<file path="src/design/pfp_pkg.sv">
// Package for the potential-field planner step unit.
// Shared types, codes and constants; no dependencies.
`timescale 1ns / 1ps

package pfp_pkg;

  typedef struct packed {
    logic               start_valid;
    logic signed [23:0] start_x;
    logic signed [23:0] start_y;
    logic signed [23:0] goal_x;
    logic signed [23:0] goal_y;
    logic signed [23:0] obst_x;
    logic signed [23:0] obst_y;
    logic        [22:0] obst_size;
  } in_item_t;

  typedef struct packed {
    logic               point_valid;
    logic signed [23:0] point_x;
    logic signed [23:0] point_y;
    logic               repulsion_active;
  } out_item_t;

  // configuration register indexes
  localparam logic [2:0] CFG_ATTRACT  = 3'd0;
  localparam logic [2:0] CFG_REPEL    = 3'd1;
  localparam logic [2:0] CFG_INFLUENCE = 3'd2;
  localparam logic [2:0] CFG_STEP     = 3'd3;
  localparam logic [2:0] CFG_ARRIVE   = 3'd4;

  localparam logic [15:0] ATTRACT_RST  = 16'd128;
  localparam logic [15:0] REPEL_RST    = 16'd2560;
  localparam logic [22:0] INFLUENCE_RST = 23'd2048;
  localparam logic [22:0] STEP_RST     = 23'd41;
  localparam logic [22:0] ARRIVE_RST   = 23'd410;

  localparam logic [63:0] FMAX = 64'd2147483647;
  localparam logic [63:0] GCAP = 64'h4000_0000_0000_0000;

  typedef enum logic [1:0] {SH_0, SH_8, SH_24} sh_t;
  typedef enum logic [1:0] {CAP_NONE, CAP_F, CAP_G} cap_t;

  typedef enum logic [2:0] {ST_IDLE, ST_ISSUE, ST_WAIT, ST_NEXT, ST_FIN} state_t;

  typedef enum logic [4:0] {
    U_DX2, U_DY2, U_SQG, U_FAX, U_FAY, U_PX2, U_PY2, U_SQO,
    U_INVD, U_INVD0, U_G1, U_G2, U_G3, U_G4, U_RFX, U_RFY,
    U_FX2, U_FY2, U_SQF, U_SX, U_DVX, U_SY, U_DVY
  } uop_t;

  typedef struct packed {
    logic load;
    logic start;
    logic wr;
    logic emit;
    uop_t uop;
  } cmd_t;

  typedef struct packed {
    logic started;
    logic arrived;
    logic rep;
    logic fzero;
    logic done;
    logic out_full;
  } sts_t;

endpackage

</file>
<file path="src/design/potential_field_planner_step_unit.sv">
// Potential-field planner step unit. One request at a time on shared iterative units
// (multiply, square root and divide). A tick stops early when not started, when arrived
// or when the force is zero, and does extra work with repulsion. The next request is
// taken in the cycle after the result enters the output register; a finished result
// waits in the output register meanwhile.
// Synchronous active-low reset restores the register defaults and clears position.
`timescale 1ns / 1ps

module potential_field_planner_step_unit (
  input  logic               clk,
  input  logic               rst_n,
  input  logic               in_valid,
  output logic               in_ready,
  input  pfp_pkg::in_item_t  in_data,
  output logic               out_valid,
  input  logic               out_ready,
  output pfp_pkg::out_item_t out_data,
  input  logic               cfg_valid,
  output logic               cfg_ready,
  input  logic [2:0]         cfg_index,
  input  logic [22:0]        cfg_data
);
  import pfp_pkg::*;

  cmd_t cmd;
  sts_t sts;

  assign cfg_ready = 1'b1;

  pfp_ctrl u_ctrl (
    .clk(clk), .rst_n(rst_n), .in_valid(in_valid), .in_ready(in_ready),
    .out_ready(out_ready), .sts(sts), .cmd(cmd)
  );

  pfp_datapath u_dp (
    .clk(clk), .rst_n(rst_n), .cmd(cmd), .sts(sts), .in_data(in_data),
    .out_valid(out_valid), .out_ready(out_ready), .out_data(out_data),
    .cfg_valid(cfg_valid), .cfg_index(cfg_index), .cfg_data(cfg_data)
  );

  a_one_request: assert property (@(posedge clk) disable iff (!rst_n)
    in_valid && in_ready |=> !in_ready)
    else $error("request accepted while busy");

  a_no_rep_without_point: assert property (@(posedge clk) disable iff (!rst_n)
    out_valid && !out_data.point_valid |-> !out_data.repulsion_active)
    else $error("repulsion flagged without a path point");

  a_zero_point: assert property (@(posedge clk) disable iff (!rst_n)
    out_valid && !out_data.point_valid |->
      out_data.point_x == 24'sd0 && out_data.point_y == 24'sd0)
    else $error("nonzero point without a path point");

endmodule

</file>
<file path="src/design/pfp_mul.sv">
// Shift-add multiplier, 63 x 37 bits, one partial product per cycle.
// Result optionally shifted right by 8 or 24 and saturated; uses pfp_pkg.
`timescale 1ns / 1ps

module pfp_mul (
  input  logic          clk,
  input  logic          rst_n,
  input  logic          start,
  input  logic [62:0]   a,
  input  logic [36:0]   b,
  input  pfp_pkg::sh_t  sh,
  input  pfp_pkg::cap_t cap,
  output logic          done,
  output logic [63:0]   res
);
  import pfp_pkg::*;

  localparam logic [5:0] LAST = 6'd36;

  logic         busy_r, done_r;
  logic [5:0]   cnt_r;
  logic [99:0]  acc_r, a_sh_r, acc_nxt, shifted;
  logic [36:0]  b_sh_r;
  sh_t          sh_r;
  cap_t         cap_r;

  assign acc_nxt = acc_r + (b_sh_r[0] ? a_sh_r : 100'd0);

  always_ff @(posedge clk) begin
    if (!rst_n) begin
      busy_r <= 1'b0;
      done_r <= 1'b0;
      cnt_r  <= '0;
    end else begin
      done_r <= 1'b0;
      if (start) begin
        busy_r <= 1'b1;
        cnt_r  <= '0;
      end else if (busy_r && cnt_r == LAST) begin
        busy_r <= 1'b0;
        done_r <= 1'b1;
      end else if (busy_r) begin
        cnt_r <= cnt_r + 6'd1;
      end
    end
  end

  always_ff @(posedge clk) begin
    if (start) begin
      acc_r  <= '0;
      a_sh_r <= 100'(a);
      b_sh_r <= b;
      sh_r   <= sh;
      cap_r  <= cap;
    end else if (busy_r) begin
      acc_r  <= acc_nxt;
      a_sh_r <= a_sh_r << 1;
      b_sh_r <= b_sh_r >> 1;
    end
  end

  always_comb begin
    case (sh_r)
      SH_8:    shifted = acc_r >> 8;
      SH_24:   shifted = acc_r >> 24;
      default: shifted = acc_r;
    endcase
    case (cap_r)
      CAP_F:   res = (shifted > 100'(FMAX)) ? FMAX : shifted[63:0];
      CAP_G:   res = (shifted > 100'(GCAP)) ? GCAP : shifted[63:0];
      default: res = shifted[63:0];
    endcase
  end

  assign done = done_r;

endmodule

</file>
<file path="src/design/pfp_sqrt.sv">
// Digit-by-digit integer square root of a 64-bit value, one digit per cycle.
// Uses pfp_pkg.
`timescale 1ns / 1ps

module pfp_sqrt (
  input  logic        clk,
  input  logic        rst_n,
  input  logic        start,
  input  logic [63:0] x,
  output logic        done,
  output logic [31:0] res
);
  import pfp_pkg::*;

  localparam logic [4:0] LAST = 5'd31;

  logic        busy_r, done_r;
  logic [4:0]  cnt_r;
  logic [63:0] n_r, r_r, b_r, trial;

  assign trial = r_r + b_r;

  always_ff @(posedge clk) begin
    if (!rst_n) begin
      busy_r <= 1'b0;
      done_r <= 1'b0;
      cnt_r  <= '0;
    end else begin
      done_r <= 1'b0;
      if (start) begin
        busy_r <= 1'b1;
        cnt_r  <= '0;
      end else if (busy_r && cnt_r == LAST) begin
        busy_r <= 1'b0;
        done_r <= 1'b1;
      end else if (busy_r) begin
        cnt_r <= cnt_r + 5'd1;
      end
    end
  end

  always_ff @(posedge clk) begin
    if (start) begin
      n_r <= x;
      r_r <= '0;
      b_r <= 64'h4000_0000_0000_0000;
    end else if (busy_r) begin
      if (n_r >= trial) begin
        n_r <= n_r - trial;
        r_r <= (r_r >> 1) + b_r;
      end else begin
        r_r <= r_r >> 1;
      end
      b_r <= b_r >> 2;
    end
  end

  assign done = done_r;
  assign res  = r_r[31:0];

endmodule

</file>
<file path="src/design/pfp_div.sv">
// Restoring divider, 55-bit dividend by 32-bit divisor, one quotient bit per cycle.
// Uses pfp_pkg.
`timescale 1ns / 1ps

module pfp_div (
  input  logic        clk,
  input  logic        rst_n,
  input  logic        start,
  input  logic [54:0] num,
  input  logic [31:0] den,
  output logic        done,
  output logic [54:0] quo
);
  import pfp_pkg::*;

  localparam logic [5:0] LAST = 6'd54;

  logic        busy_r, done_r;
  logic [5:0]  cnt_r;
  logic [54:0] num_r, q_r;
  logic [31:0] den_r, rem_r;
  logic [32:0] rem_sh;
  logic        fit;

  assign rem_sh = {rem_r, num_r[54]};
  assign fit    = rem_sh >= {1'b0, den_r};

  always_ff @(posedge clk) begin
    if (!rst_n) begin
      busy_r <= 1'b0;
      done_r <= 1'b0;
      cnt_r  <= '0;
    end else begin
      done_r <= 1'b0;
      if (start) begin
        busy_r <= 1'b1;
        cnt_r  <= '0;
      end else if (busy_r && cnt_r == LAST) begin
        busy_r <= 1'b0;
        done_r <= 1'b1;
      end else if (busy_r) begin
        cnt_r <= cnt_r + 6'd1;
      end
    end
  end

  always_ff @(posedge clk) begin
    if (start) begin
      num_r <= num;
      den_r <= den;
      rem_r <= '0;
      q_r   <= '0;
    end else if (busy_r) begin
      num_r <= num_r << 1;
      rem_r <= fit ? 32'(rem_sh - {1'b0, den_r}) : rem_sh[31:0];
      q_r   <= {q_r[53:0], fit};
    end
  end

  assign done = done_r;
  assign quo  = q_r;

endmodule

</file>
<file path="src/design/pfp_datapath.sv">
// Planner datapath: config registers, state, operand routing and the
// shared multiply, square root and divide units. Uses pfp_pkg.
`timescale 1ns / 1ps

module pfp_datapath (
  input  logic               clk,
  input  logic               rst_n,
  input  pfp_pkg::cmd_t      cmd,
  output pfp_pkg::sts_t      sts,
  input  pfp_pkg::in_item_t  in_data,
  output logic               out_valid,
  input  logic               out_ready,
  output pfp_pkg::out_item_t out_data,
  input  logic               cfg_valid,
  input  logic [2:0]         cfg_index,
  input  logic [22:0]        cfg_data
);
  import pfp_pkg::*;

  logic [15:0] attract_r, repel_r;
  logic [22:0] influence_r, step_r, arrive_r;

  logic signed [23:0] pos_x_r, pos_y_r, gx_r, gy_r, ox_r, oy_r, pt_x_r, pt_y_r;
  logic [21:0]        radius_r;
  logic               started_r, arrived_r, rep_r, pv_r;
  logic [63:0]        t0_r, t1_r;
  logic signed [31:0] fx_r, fy_r;
  logic [22:0]        surf_r;
  logic [36:0]        invd_r;
  logic [62:0]        g_r;
  logic [31:0]        fabs_r;
  out_item_t          out_r;
  logic               out_valid_r;

  logic signed [24:0] dx, dy, px, py;
  logic [24:0]        adx, ady, apx, apy;
  logic [30:0]        afx, afy;

  logic        mul_go, sq_go, dv_go, mul_done, sq_done, dv_done;
  logic [62:0] mul_a;
  logic [36:0] mul_b;
  sh_t         mul_sh;
  cap_t        mul_cap;
  logic [63:0] mul_res;
  logic [31:0] sq_res;
  logic [54:0] dv_num, dv_q;
  logic [31:0] dv_den;

  logic signed [33:0] surf_raw, surf_cl;

  function automatic logic signed [31:0] sat_f(input logic signed [32:0] v);
    if (v > 33'sd2147483647)       sat_f = 32'sd2147483647;
    else if (v < -33'sd2147483647) sat_f = -32'sd2147483647;
    else                           sat_f = v[31:0];
  endfunction

  function automatic logic signed [23:0] step_pos(input logic signed [23:0] p,
                                                  input logic signed [31:0] f,
                                                  input logic [22:0] q);
    logic signed [25:0] s;
    s = f[31] ? 26'(p) - $signed({3'b0, q}) : 26'(p) + $signed({3'b0, q});
    if (s > 26'sd8388607)       step_pos = 24'sh7FFFFF;
    else if (s < -26'sd8388608) step_pos = 24'sh800000;
    else                        step_pos = s[23:0];
  endfunction

  assign dx  = 25'(gx_r) - 25'(pos_x_r);
  assign dy  = 25'(gy_r) - 25'(pos_y_r);
  assign px  = 25'(pos_x_r) - 25'(ox_r);
  assign py  = 25'(pos_y_r) - 25'(oy_r);
  assign adx = dx[24] ? 25'(-dx) : 25'(dx);
  assign ady = dy[24] ? 25'(-dy) : 25'(dy);
  assign apx = px[24] ? 25'(-px) : 25'(px);
  assign apy = py[24] ? 25'(-py) : 25'(py);
  assign afx = fx_r[31] ? 31'(-fx_r) : 31'(fx_r);
  assign afy = fy_r[31] ? 31'(-fy_r) : 31'(fy_r);

  // surface distance, clamped to one LSB
  assign surf_raw = $signed({1'b0, sq_res}) - $signed({12'b0, radius_r});
  assign surf_cl  = (surf_raw <= 34'sd0) ? 34'sd1 : surf_raw;

  always_comb begin
    mul_go  = 1'b0;
    sq_go   = 1'b0;
    dv_go   = 1'b0;
    mul_a   = '0;
    mul_b   = '0;
    mul_sh  = SH_0;
    mul_cap = CAP_NONE;
    dv_num  = 55'(64'd1 << 36);
    dv_den  = 32'(surf_r);
    unique case (cmd.uop)
      U_DX2: begin mul_go = 1'b1; mul_a = 63'(adx); mul_b = 37'(adx); end
      U_DY2: begin mul_go = 1'b1; mul_a = 63'(ady); mul_b = 37'(ady); end
      U_PX2: begin mul_go = 1'b1; mul_a = 63'(apx); mul_b = 37'(apx); end
      U_PY2: begin mul_go = 1'b1; mul_a = 63'(apy); mul_b = 37'(apy); end
      U_FX2: begin mul_go = 1'b1; mul_a = 63'(afx); mul_b = 37'(afx); end
      U_FY2: begin mul_go = 1'b1; mul_a = 63'(afy); mul_b = 37'(afy); end
      U_FAX: begin
        mul_go = 1'b1; mul_a = 63'(adx); mul_b = 37'(attract_r);
        mul_sh = SH_8; mul_cap = CAP_F;
      end
      U_FAY: begin
        mul_go = 1'b1; mul_a = 63'(ady); mul_b = 37'(attract_r);
        mul_sh = SH_8; mul_cap = CAP_F;
      end
      U_G1, U_G2, U_G3: begin
        mul_go = 1'b1; mul_a = g_r; mul_b = invd_r;
        mul_sh = SH_24; mul_cap = CAP_G;
      end
      U_G4: begin
        mul_go = 1'b1; mul_a = g_r; mul_b = 37'(repel_r);
        mul_sh = SH_8; mul_cap = CAP_G;
      end
      U_RFX: begin
        mul_go = 1'b1; mul_a = g_r; mul_b = 37'(apx);
        mul_sh = SH_24; mul_cap = CAP_F;
      end
      U_RFY: begin
        mul_go = 1'b1; mul_a = g_r; mul_b = 37'(apy);
        mul_sh = SH_24; mul_cap = CAP_F;
      end
      U_SX: begin mul_go = 1'b1; mul_a = 63'(afx); mul_b = 37'(step_r); end
      U_SY: begin mul_go = 1'b1; mul_a = 63'(afy); mul_b = 37'(step_r); end
      U_SQG, U_SQO, U_SQF: sq_go = 1'b1;
      U_INVD: dv_go = 1'b1;
      U_INVD0: begin dv_go = 1'b1; dv_den = 32'(influence_r); end
      U_DVX: begin dv_go = 1'b1; dv_num = t0_r[54:0]; dv_den = fabs_r; end
      U_DVY: begin dv_go = 1'b1; dv_num = t1_r[54:0]; dv_den = fabs_r; end
      default: ;
    endcase
  end

  pfp_mul u_mul (
    .clk(clk), .rst_n(rst_n), .start(cmd.start && mul_go), .a(mul_a), .b(mul_b),
    .sh(mul_sh), .cap(mul_cap), .done(mul_done), .res(mul_res)
  );

  pfp_sqrt u_sqrt (
    .clk(clk), .rst_n(rst_n), .start(cmd.start && sq_go), .x(t0_r + t1_r),
    .done(sq_done), .res(sq_res)
  );

  pfp_div u_div (
    .clk(clk), .rst_n(rst_n), .start(cmd.start && dv_go), .num(dv_num),
    .den(dv_den), .done(dv_done), .quo(dv_q)
  );

  // configuration
  always_ff @(posedge clk) begin
    if (!rst_n) begin
      attract_r   <= ATTRACT_RST;
      repel_r     <= REPEL_RST;
      influence_r <= INFLUENCE_RST;
      step_r      <= STEP_RST;
      arrive_r    <= ARRIVE_RST;
    end else if (cfg_valid) begin
      unique case (cfg_index)
        CFG_ATTRACT:   attract_r   <= cfg_data[15:0];
        CFG_REPEL:     repel_r     <= cfg_data[15:0];
        CFG_INFLUENCE: influence_r <= cfg_data;
        CFG_STEP:      step_r      <= cfg_data;
        CFG_ARRIVE:    arrive_r    <= cfg_data;
        default: ;
      endcase
    end
  end

  // planner state
  always_ff @(posedge clk) begin
    if (!rst_n) begin
      pos_x_r   <= '0;
      pos_y_r   <= '0;
      started_r <= 1'b0;
    end else if (cmd.load) begin
      if (in_data.start_valid && !started_r) begin
        pos_x_r   <= in_data.start_x;
        pos_y_r   <= in_data.start_y;
        started_r <= 1'b1;
      end
    end else if (cmd.wr && cmd.uop == U_DVX) begin
      pos_x_r <= step_pos(pos_x_r, fx_r, dv_q[22:0]);
    end else if (cmd.wr && cmd.uop == U_DVY) begin
      pos_y_r <= step_pos(pos_y_r, fy_r, dv_q[22:0]);
    end
  end

  // working registers
  always_ff @(posedge clk) begin
    if (!rst_n) begin
      arrived_r <= 1'b0;
      rep_r     <= 1'b0;
      pv_r      <= 1'b0;
    end else if (cmd.load) begin
      gx_r      <= in_data.goal_x;
      gy_r      <= in_data.goal_y;
      ox_r      <= in_data.obst_x;
      oy_r      <= in_data.obst_y;
      radius_r  <= in_data.obst_size[22:1];
      pt_x_r    <= '0;
      pt_y_r    <= '0;
      pv_r      <= 1'b0;
      rep_r     <= 1'b0;
      arrived_r <= 1'b0;
    end else if (cmd.wr) begin
      case (cmd.uop)
        U_DX2, U_PX2, U_FX2, U_SX: t0_r <= mul_res;
        U_DY2, U_PY2, U_FY2, U_SY: t1_r <= mul_res;
        U_SQG: begin
          arrived_r <= sq_res <= 32'(arrive_r);
          if (sq_res > 32'(arrive_r)) begin
            pv_r   <= 1'b1;
            pt_x_r <= pos_x_r;
            pt_y_r <= pos_y_r;
          end
        end
        U_FAX: fx_r <= dx[24] ? -$signed(mul_res[31:0]) : $signed(mul_res[31:0]);
        U_FAY: fy_r <= dy[24] ? -$signed(mul_res[31:0]) : $signed(mul_res[31:0]);
        U_SQO: begin
          surf_r <= surf_cl[22:0];
          rep_r  <= surf_cl < $signed({11'b0, influence_r});
        end
        U_INVD:  invd_r <= dv_q[36:0];
        U_INVD0: g_r <= 63'(invd_r - dv_q[36:0]);
        U_G1, U_G2, U_G3, U_G4: g_r <= mul_res[62:0];
        U_RFX: fx_r <= sat_f(33'(fx_r) + (px[24] ? -$signed({1'b0, mul_res[31:0]})
                                                 : $signed({1'b0, mul_res[31:0]})));
        U_RFY: fy_r <= sat_f(33'(fy_r) + (py[24] ? -$signed({1'b0, mul_res[31:0]})
                                                 : $signed({1'b0, mul_res[31:0]})));
        U_SQF: fabs_r <= sq_res;
        default: ;
      endcase
    end
  end

  // output register
  always_ff @(posedge clk) begin
    if (!rst_n) begin
      out_valid_r <= 1'b0;
    end else if (cmd.emit) begin
      out_valid_r <= 1'b1;
    end else if (out_ready) begin
      out_valid_r <= 1'b0;
    end
  end

  always_ff @(posedge clk) begin
    if (cmd.emit) begin
      out_r.point_valid      <= pv_r;
      out_r.point_x          <= pt_x_r;
      out_r.point_y          <= pt_y_r;
      out_r.repulsion_active <= rep_r;
    end
  end

  assign out_valid    = out_valid_r;
  assign out_data     = out_r;
  assign sts.started  = started_r;
  assign sts.arrived  = arrived_r;
  assign sts.rep      = rep_r;
  assign sts.fzero    = fabs_r == 32'd0;
  assign sts.done     = mul_done || sq_done || dv_done;
  assign sts.out_full = out_valid_r;

endmodule

</file>
<file path="src/design/pfp_ctrl.sv">
// Planner controller: walks the operation sequence of one tick and
// hands the result to the output register. Uses pfp_pkg.
`timescale 1ns / 1ps

module pfp_ctrl (
  input  logic          clk,
  input  logic          rst_n,
  input  logic          in_valid,
  output logic          in_ready,
  input  logic          out_ready,
  input  pfp_pkg::sts_t sts,
  output pfp_pkg::cmd_t cmd
);
  import pfp_pkg::*;

  state_t state_r, state_nxt;
  uop_t   uop_r, uop_nxt;

  always_ff @(posedge clk) begin
    if (!rst_n) begin
      state_r <= ST_IDLE;
      uop_r   <= U_DX2;
    end else begin
      state_r <= state_nxt;
      uop_r   <= uop_nxt;
    end
  end

  always_comb begin
    state_nxt = state_r;
    uop_nxt   = uop_r;
    in_ready  = 1'b0;
    cmd.load  = 1'b0;
    cmd.start = 1'b0;
    cmd.wr    = 1'b0;
    cmd.emit  = 1'b0;
    cmd.uop   = uop_r;
    unique case (state_r)
      ST_IDLE: begin
        in_ready = 1'b1;
        if (in_valid) begin
          cmd.load  = 1'b1;
          uop_nxt   = U_DX2;
          state_nxt = ST_ISSUE;
        end
      end
      ST_ISSUE: begin
        if (uop_r == U_DX2 && !sts.started) begin
          state_nxt = ST_FIN;
        end else begin
          cmd.start = 1'b1;
          state_nxt = ST_WAIT;
        end
      end
      ST_WAIT: begin
        if (sts.done) begin
          cmd.wr    = 1'b1;
          state_nxt = ST_NEXT;
        end
      end
      ST_NEXT: begin
        state_nxt = ST_ISSUE;
        case (uop_r)
          U_SQG: if (sts.arrived) state_nxt = ST_FIN; else uop_nxt = U_FAX;
          U_SQO: uop_nxt = sts.rep ? U_INVD : U_FX2;
          U_RFY: uop_nxt = U_FX2;
          U_SQF: if (sts.fzero) state_nxt = ST_FIN; else uop_nxt = U_SX;
          U_DVY: state_nxt = ST_FIN;
          default: uop_nxt = uop_t'(uop_r + 5'd1);
        endcase
      end
      ST_FIN: begin
        if (!sts.out_full || out_ready) begin
          cmd.emit  = 1'b1;
          state_nxt = ST_IDLE;
        end
      end
      default: state_nxt = ST_IDLE;
    endcase
  end

endmodule

</file>
<file path="config.mk">
export PLATFORM = sky130hd
export DESIGN_NAME = potential_field_planner_step_unit
export DESIGN_NICKNAME = d
export VERILOG_FILES = /design/src/design/pfp_pkg.sv /design/src/design/potential_field_planner_step_unit.sv /design/src/design/pfp_mul.sv /design/src/design/pfp_sqrt.sv /design/src/design/pfp_div.sv /design/src/design/pfp_datapath.sv /design/src/design/pfp_ctrl.sv
export SDC_FILE = /design/constraint.sdc
export NUM_CORES = 2
export LEC_CHECK = 0
export BUFFER_PORTS_ARGS = -buffer_cell sky130_fd_sc_hd__clkbuf_2
export CAP_MARGIN = 20
export CORE_ASPECT_RATIO = 1.4
export CORE_MARGIN = 2
export CORE_UTILIZATION = 60
export CTS_CLUSTER_DIAMETER = 150
export DETAILED_ROUTE_END_ITERATION = 10
export PLACE_DENSITY = 0.77
export REMOVE_ABC_BUFFERS = 1
export SYNTH_ARGS = -nofsm -noshare
export SYNTH_HDL_FRONTEND = slang
export SYNTH_SLANG_ARGS = --single-unit
</file>
<file path="constraint.sdc">
create_clock -name clk -period 26.6 [get_ports clk]
set_clock_uncertainty 0.05 [all_clocks]
set_input_delay 5.32 -clock clk [delete_from_list [all_inputs] [get_ports clk]]
set_output_delay 5.32 -clock clk [all_outputs]
set_load 0.01 [all_outputs]
</file>
Word-level counts from Yosys, hierarchy flattened
Index checks and enable logic that the tools add are counted.

word-level totals
  register bits = 1305
  bits of input ports = 199
  output and inout bits = 53
  logic and storage cells = 334

cells by class
  $add $sub $neg = 30
  $lt $le $gt $ge = 16
  equality and inequality tests = 45
  muxes and demuxes = 96
  bitwise logic cells = 5
  reductions and logical operators = 87

operator list
  operator                                                number
  case mux 63 bit (7 select lines)                        1
  2-to-1 mux 24 bit                                       17
  2-to-1 mux 64 bit                                       6
  case mux 37 bit (10 select lines)                       1
  2-to-1 mux 32 bit                                       7
  case mux 100 bit (2 select lines)                       1
  case mux 32 bit (2 select lines)                        3
  subtractor 24 x 24 -> 25 bit                            6
  case mux 64 bit (2 select lines)                        1
  2-to-1 mux 63 bit                                       2
  case mux 63 bit (2 select lines)                        1
  2-to-1 mux 55 bit                                       2
  case mux 55 bit (2 select lines)                        1
  adder 100 bit                                           1
  > comparator 100 x 31 -> 1 bit (second input constant)  1
  > comparator 100 x 63 -> 1 bit (second input constant)  1
  2-to-1 mux 100 bit                                      1
  2-to-1 mux 25 bit                                       4
  negation 25 bit                                         4
  2-to-1 mux 37 bit                                       2
  adder 32 x 33 -> 33 bit                                 2
  > comparator 33 x 32 -> 1 bit (second input constant)   2
  < comparator 33 x 32 -> 1 bit (second input constant)   2
  2-to-1 mux 33 bit                                       2
  other kinds (64)                                        208

Logic depth before layout (Yosys ltp)
  depth in word-level cells = 12
  mapped depth = 38
  depth with buffers taken out = 30

Hierarchy
Synthesis repeated with hierarchy kept, for this count alone.

second synthesis, totals
  cell total of the unflattened synthesis = 11377
  area total of the unflattened synthesis = 99317.8 um^2

by module, submodules not included
  module                             instances  cells each  area each (um^2)  sequential area each (um^2)
  pfp_datapath                       1          6374        56206.4           19989.2
  pfp_mul                            1          2097        17802.1           6025.8
  pfp_sqrt                           1          2025        15884.0           3983.8
  pfp_div                            1          801         8783.4            4514.3
  pfp_ctrl                           1          78          630.6             160.2
  potential_field_planner_step_unit  1          2           11.3              0.0

Worst setup path before layout
No wires, ideal clock.

  path type = register to register
  start point = register u_dp.u_sqrt.r_r[2]
  end point = register u_dp.u_sqrt.n_r[0], enable pin
  library setup time = 574 ps
  arrival time = 9809 ps
  setup slack = 16166 ps
  cell stages (with the launch flop) = 30
  period minus slack after synthesis = 10434 ps
  path through = dfxtp_1 -> ha_1 -> a31oi_1 -> o21bai_1 -> a31o_2 -> a31oi_1 -> o21ai_0 -> a31oi_1 -> nor2_1 -> nor2_1 -> nor2_1 -> nor2_1 -> o21bai_1 -> a31oi_1 -> xor2_1 -> ha_1 -> clkbuf_1 -> a21o_1 -> a21o_1 -> a2111oi_0 -> o31ai_1 -> a2111oi_0 -> nand2_1 -> a31oi_1 -> o211ai_1 -> a41oi_1 -> a21o_1 -> clkbuf_1 -> clkbuf_1 -> o21ai_0

on the way
  word-level cells in the longest chain between the ends = 4

RTL lines
  what                                  line            source
  from (decl)                           pfp_sqrt.sv:19  logic [63:0] n_r, r_r, b_r, trial;
  from (signal assigned)                pfp_sqrt.sv:50  r_r <= (r_r >> 1) + b_r;
  from (signal assigned)                pfp_sqrt.sv:52  r_r <= r_r >> 1;
  adder 64 x 63 -> 64 bit               pfp_sqrt.sv:21  assign trial = r_r + b_r;
  >= comparator 64 bit                  pfp_sqrt.sv:48  if (n_r >= trial) begin
  nonzero test 2 bit (no source line)   -
  AND reduction 2 bit (no source line)  -
  to (signal assigned)                  pfp_sqrt.sv:49  n_r <= n_r - trial;
  to (decl)                             pfp_sqrt.sv:19

Every way passes these cells.
A chain may end at the register's enable or synchronous reset.

Final worst setup path
  start point = register u_dp.u_mul.sh_r[1]
  end point = register u_dp.fy_r[11] (data pin)

on the way
  word-level cells in the longest chain between the ends = 12

RTL lines
  what                                                                                     line                          source
  from (decl)                                                                              pfp_mul.sv:24                 sh_t sh_r;
  from (signal assigned)                                                                   pfp_mul.sv:53                 sh_r <= sh;
  equality test 2 bit / equality test 2 x 1 -> 1 bit (equally long branches)               pfp_mul.sv:63                 case (sh_r)
  case mux 100 bit (2 select lines) *                                                      pfp_mul.sv:63
  > comparator 100 x 63 -> 1 bit / > comparator 100 x 31 -> 1 bit (equally long branches)  pfp_mul.sv:70, pfp_mul.sv:69
  2-to-1 mux 64 bit (on tied branches)                                                     pfp_mul.sv:70, pfp_mul.sv:69
  case mux 64 bit (2 select lines) *                                                       pfp_mul.sv:68                 case (cap_r)
  negation 32 -> 33 bit                                                                    pfp_datapath.sv:228           U_RFY: fy_r <= sat_f(33'(fy_r) + (py[24] ? -$signed({1'b0, mul_res[31:0]})
  2-to-1 mux 33 bit                                                                        pfp_datapath.sv:228
  adder 32 x 33 -> 33 bit                                                                  pfp_datapath.sv:228
  < comparator 33 x 32 -> 1 bit                                                            pfp_datapath.sv:53            else if (v < -33'sd2147483647) sat_f = -32'sd2147483647;
  2-to-1 mux 32 bit                                                                        pfp_datapath.sv:53
  2-to-1 mux 32 bit                                                                        pfp_datapath.sv:52            if (v > 33'sd2147483647) sat_f = 32'sd2147483647;
  case mux 32 bit (2 select lines) *                                                       pfp_datapath.sv:206           case (cmd.uop)
  to (signal assigned)                                                                     pfp_datapath.sv:218           U_FAY: fy_r <= dy[24] ? -$signed(mul_res[31:0]) : $signed(mul_res[31:0]);
  to (signal assigned)                                                                     pfp_datapath.sv:228
  to (decl)                                                                                pfp_datapath.sv:27            logic signed [31:0] fx_r, fy_r;

Every way passes the cells marked *; elsewhere a longest branch is shown, timed or not.

==> run summary <==
fin cells: 13000
Top Ports: 252
Commonest cells post-synth: nor2_1 (1108), nand2_1 (1021), a21oi_1 (842)
WP data required: 27.11 ns
FF-to-FF Start: u_dp.u_mul.sh_r[1]
Setup TNS Final: 0 ns
total CTS buffers: 139
TritonRoute pass-1 iters: 9
Synth top area share: 26.3%
setup violators final: 0
fin util: 65.6%
core area: 155000 um2
endpoints failing hold: 0
WL final: 319000 um
PostCTS Resize Cnt: 0
post-DP HPWL: 243000 um
Critical Path AT: 12.48 ns
crit path kind: reg -> reg
RSZ-0062 raised after global routing: no
number of antenna violations at the first check in global routing: 26
EDFF count, synth: 818
post-synthesis sequential area ratio: 36.7%
library cells used by synthesis: 105
worst min path class: reg -> reg
Min-Delay Endpoint: u_dp.out_data[15]
setup bufs post-CTS: 0
Placed Cells: 12700
Final ANT Viol Nets: 0
multiplexer area fraction after synthesis: 2.17%
Fill cells: 12900
Post-Synth XOR/XNOR Area: 7.42%
Starting Density: 60.3%
TritonCTS clock tree: built
Cells after Synth: 10800
DRC: 0
Area contributors post-synth: edfxtp_1 (26%), dfxtp_1 (10%), ha_1 (8.9%)
total power per unit cell area: 63.9 nW/um2
clk_lat worst skew: 0.83 ns
Final Cycle Share: 45.0%
Mapped Area: 93400 um2
P&R area growth vs syn: 8.90%
Crit path largest cell delay: 0.99 ns
height of the die: 471 um
outcome: finished clean
hold_buf cts: 0
Die W: 337 um
largest area contributor in the netlist: edfxtp_1
root buf cell: clkbuf_16
hold_ws: 0.367 ns
Yosys reg bits: 1305
Hold Startpoint: u_dp.pt_y_r[14]
ys async rst share: 0%
VDD IR-drop max: 63.9 uV
Clock Sinks: 1305
Longest Clk Path Bufs: 3
routability cong.: 1.04
Critical path origin: u_dp.u_mul.sh_r[1]
post-DR vias/cell: 6.55
FF-to-FF path depth: 32
PortBufs: 249
# Max-Cap Violations: 0
most frequent cell after synthesis: nor2_1
fin crit period: 11.97 ns
gr ovfl total: 0
adder-cell area share of the yosys netlist: 9.25%
post-synthesis simple-gate area fraction: 17.7%
largest family of logic cells by synthesized area: compound AO/OA/AOI/OAI gates
first-pass GRT wire length: 479000 um
Relative slew margins: 2.93%
Most common cell on crit path: nand2_1
H-tree depth: 4
largest net degree at the start of global routing: 126
Synth Area in Compound Gates: 22.6%
Synth Area per Inst: 8.68 um2
Critical Path Slowest Stage Cell: ha_4
r2r setup slk: 14.63 ns
endpoint class of the critical path: flip-flop
total vias in the final route: 85200
nets: 11700
Tot GR Track Use: 39.1%
YS warnings: 0
Worst Tran Pin Value: 1.46 ns
Wirelength per Cell: 24.5 um
fin. max-slew vios: 0
number of global-route vias before repair: 82100
Initial DRC Count: 8699
row count: 171
worst reg2reg endpoint: u_dp.fy_r[11]
WHS Path Cells: 0
Synth Flop Type: edfxtp_1
maximum fanout along the worst path: 125
f_max: 83.6 MHz
Leak: 39.8 nW
die area: 159000 um2
total power: 6.50 mW
share of layout cells above drive strength 1: 7.61%
Clk pin slew, worst setup/hold paths: 0.07 ns
type of origin of the critical path: flip-flop
-- area by class of cell --
cell class,count,area (um2),share of cell area (%)
Multi-Input combinational cell,8472,55500,54.6
Sequential cell,1305,34300,33.8
Clock buffer,181,3840,3.78
Tap cell,2076,2600,2.55
Timing Repair Buffer,415,2550,2.51
Inverter,476,1800,1.77
Clock inverter,78,1010,0.992
Antenna cell,12,30.0,0.0295
-- logic make-up after synthesis --
group	after synthesis
xor gates and xnor gates	789
AOI/OAI and AO/OA	3263
buffers and inverters	986
and+or+nand+nor	3535
DFF	1305
muxes	202
adders and majority gates	682
other	1
-- power by group --
part | internal [mW] | total (mW) | switching, mW
clock network | 1.18 | 2.09 | 0.909
registers | 2.24 | 2.39 | 0.142
logic | 0.726 | 2.02 | 1.30
total | 4.15 | 6.50 | 2.35
-- flip-flops by register name, indices dropped and copies added, names as in the netlist, 50 cells and up --
register	count
u_dp.u_mul.a_sh_r	100
u_dp.u_div.num_r	55
u_dp.t0_r	64
u_dp.u_sqrt.n_r	64
u_dp.u_mul.acc_r	100
u_dp.u_sqrt.r_r	64
u_dp.out_data	50
u_dp.g_r	63
u_dp.t1_r	64
-- worst max-delay path: cells and delay by family, from the launching register on --
| kind | cells | cell delay, ns |
|---|---|---|
| and+or+nand+nor | 15 | 4.49 |
| AOI/OAI and AO/OA | 8 | 3.34 |
| adders and majority gates | 3 | 1.71 |
| buffers and inverters | 5 | 1.43 |
| DFF | 1 | 0.43 |
| xor gates and xnor gates | 1 | 0.15 |
-- stage by stage --
stage / cell area [um2] / worst slack, ns
after CTS: 102000 / 14.92
after detailed placement: 96700 / 14.92
after floorplan: 91300 / 6.37
final: 102000 / 14.63
after global placement: 96700 / 15.01
after global routing: 102000 / 14.19
-- worst max path at each step --
stage	end	slack, ns
after floorplan	u_dp.u_mul.a_sh_r[0]	6.37
after global placement	u_dp.fy_r[24]	15.01
after detailed placement	u_dp.fy_r[11]	14.92
after CTS	u_dp.fy_r[11]	14.92
after global routing	u_dp.fy_r[11]	14.19
final	u_dp.fy_r[11]	14.63
-- routing by layer --
metal  vias up  track usage, %  routed length, um
met5         -               0                151
met2      3905            63.5             147000
met1     40700            46.5             120000
met3       997            6.95              25300
met4        20            28.0              25600
li1      39500               -                  -
-- cells in the final DEF, fill, tap and decap left out, drive strengths merged, types with 69 or more instances in the layout --
cell type	n
a221oi	147
a21boi	126
and2	162
nor2	1110
o21a	116
edfxtp	818
nand4	90
and3	112
o21ai	773
a211oi	107
nor3	204
dfxtp	487
a21oi	842
xor2	317
or3	90
buf	165
o21bai	82
nand3	225
a31oi	144
o22ai	85
nand2b	123
a21o	268
clkbuf	430
xnor2	472
mux2i	195
inv	488
or2	69
nor2b	154
ha	667
nand2	1022
Note: power is estimated with default switching activity, not from simulation.
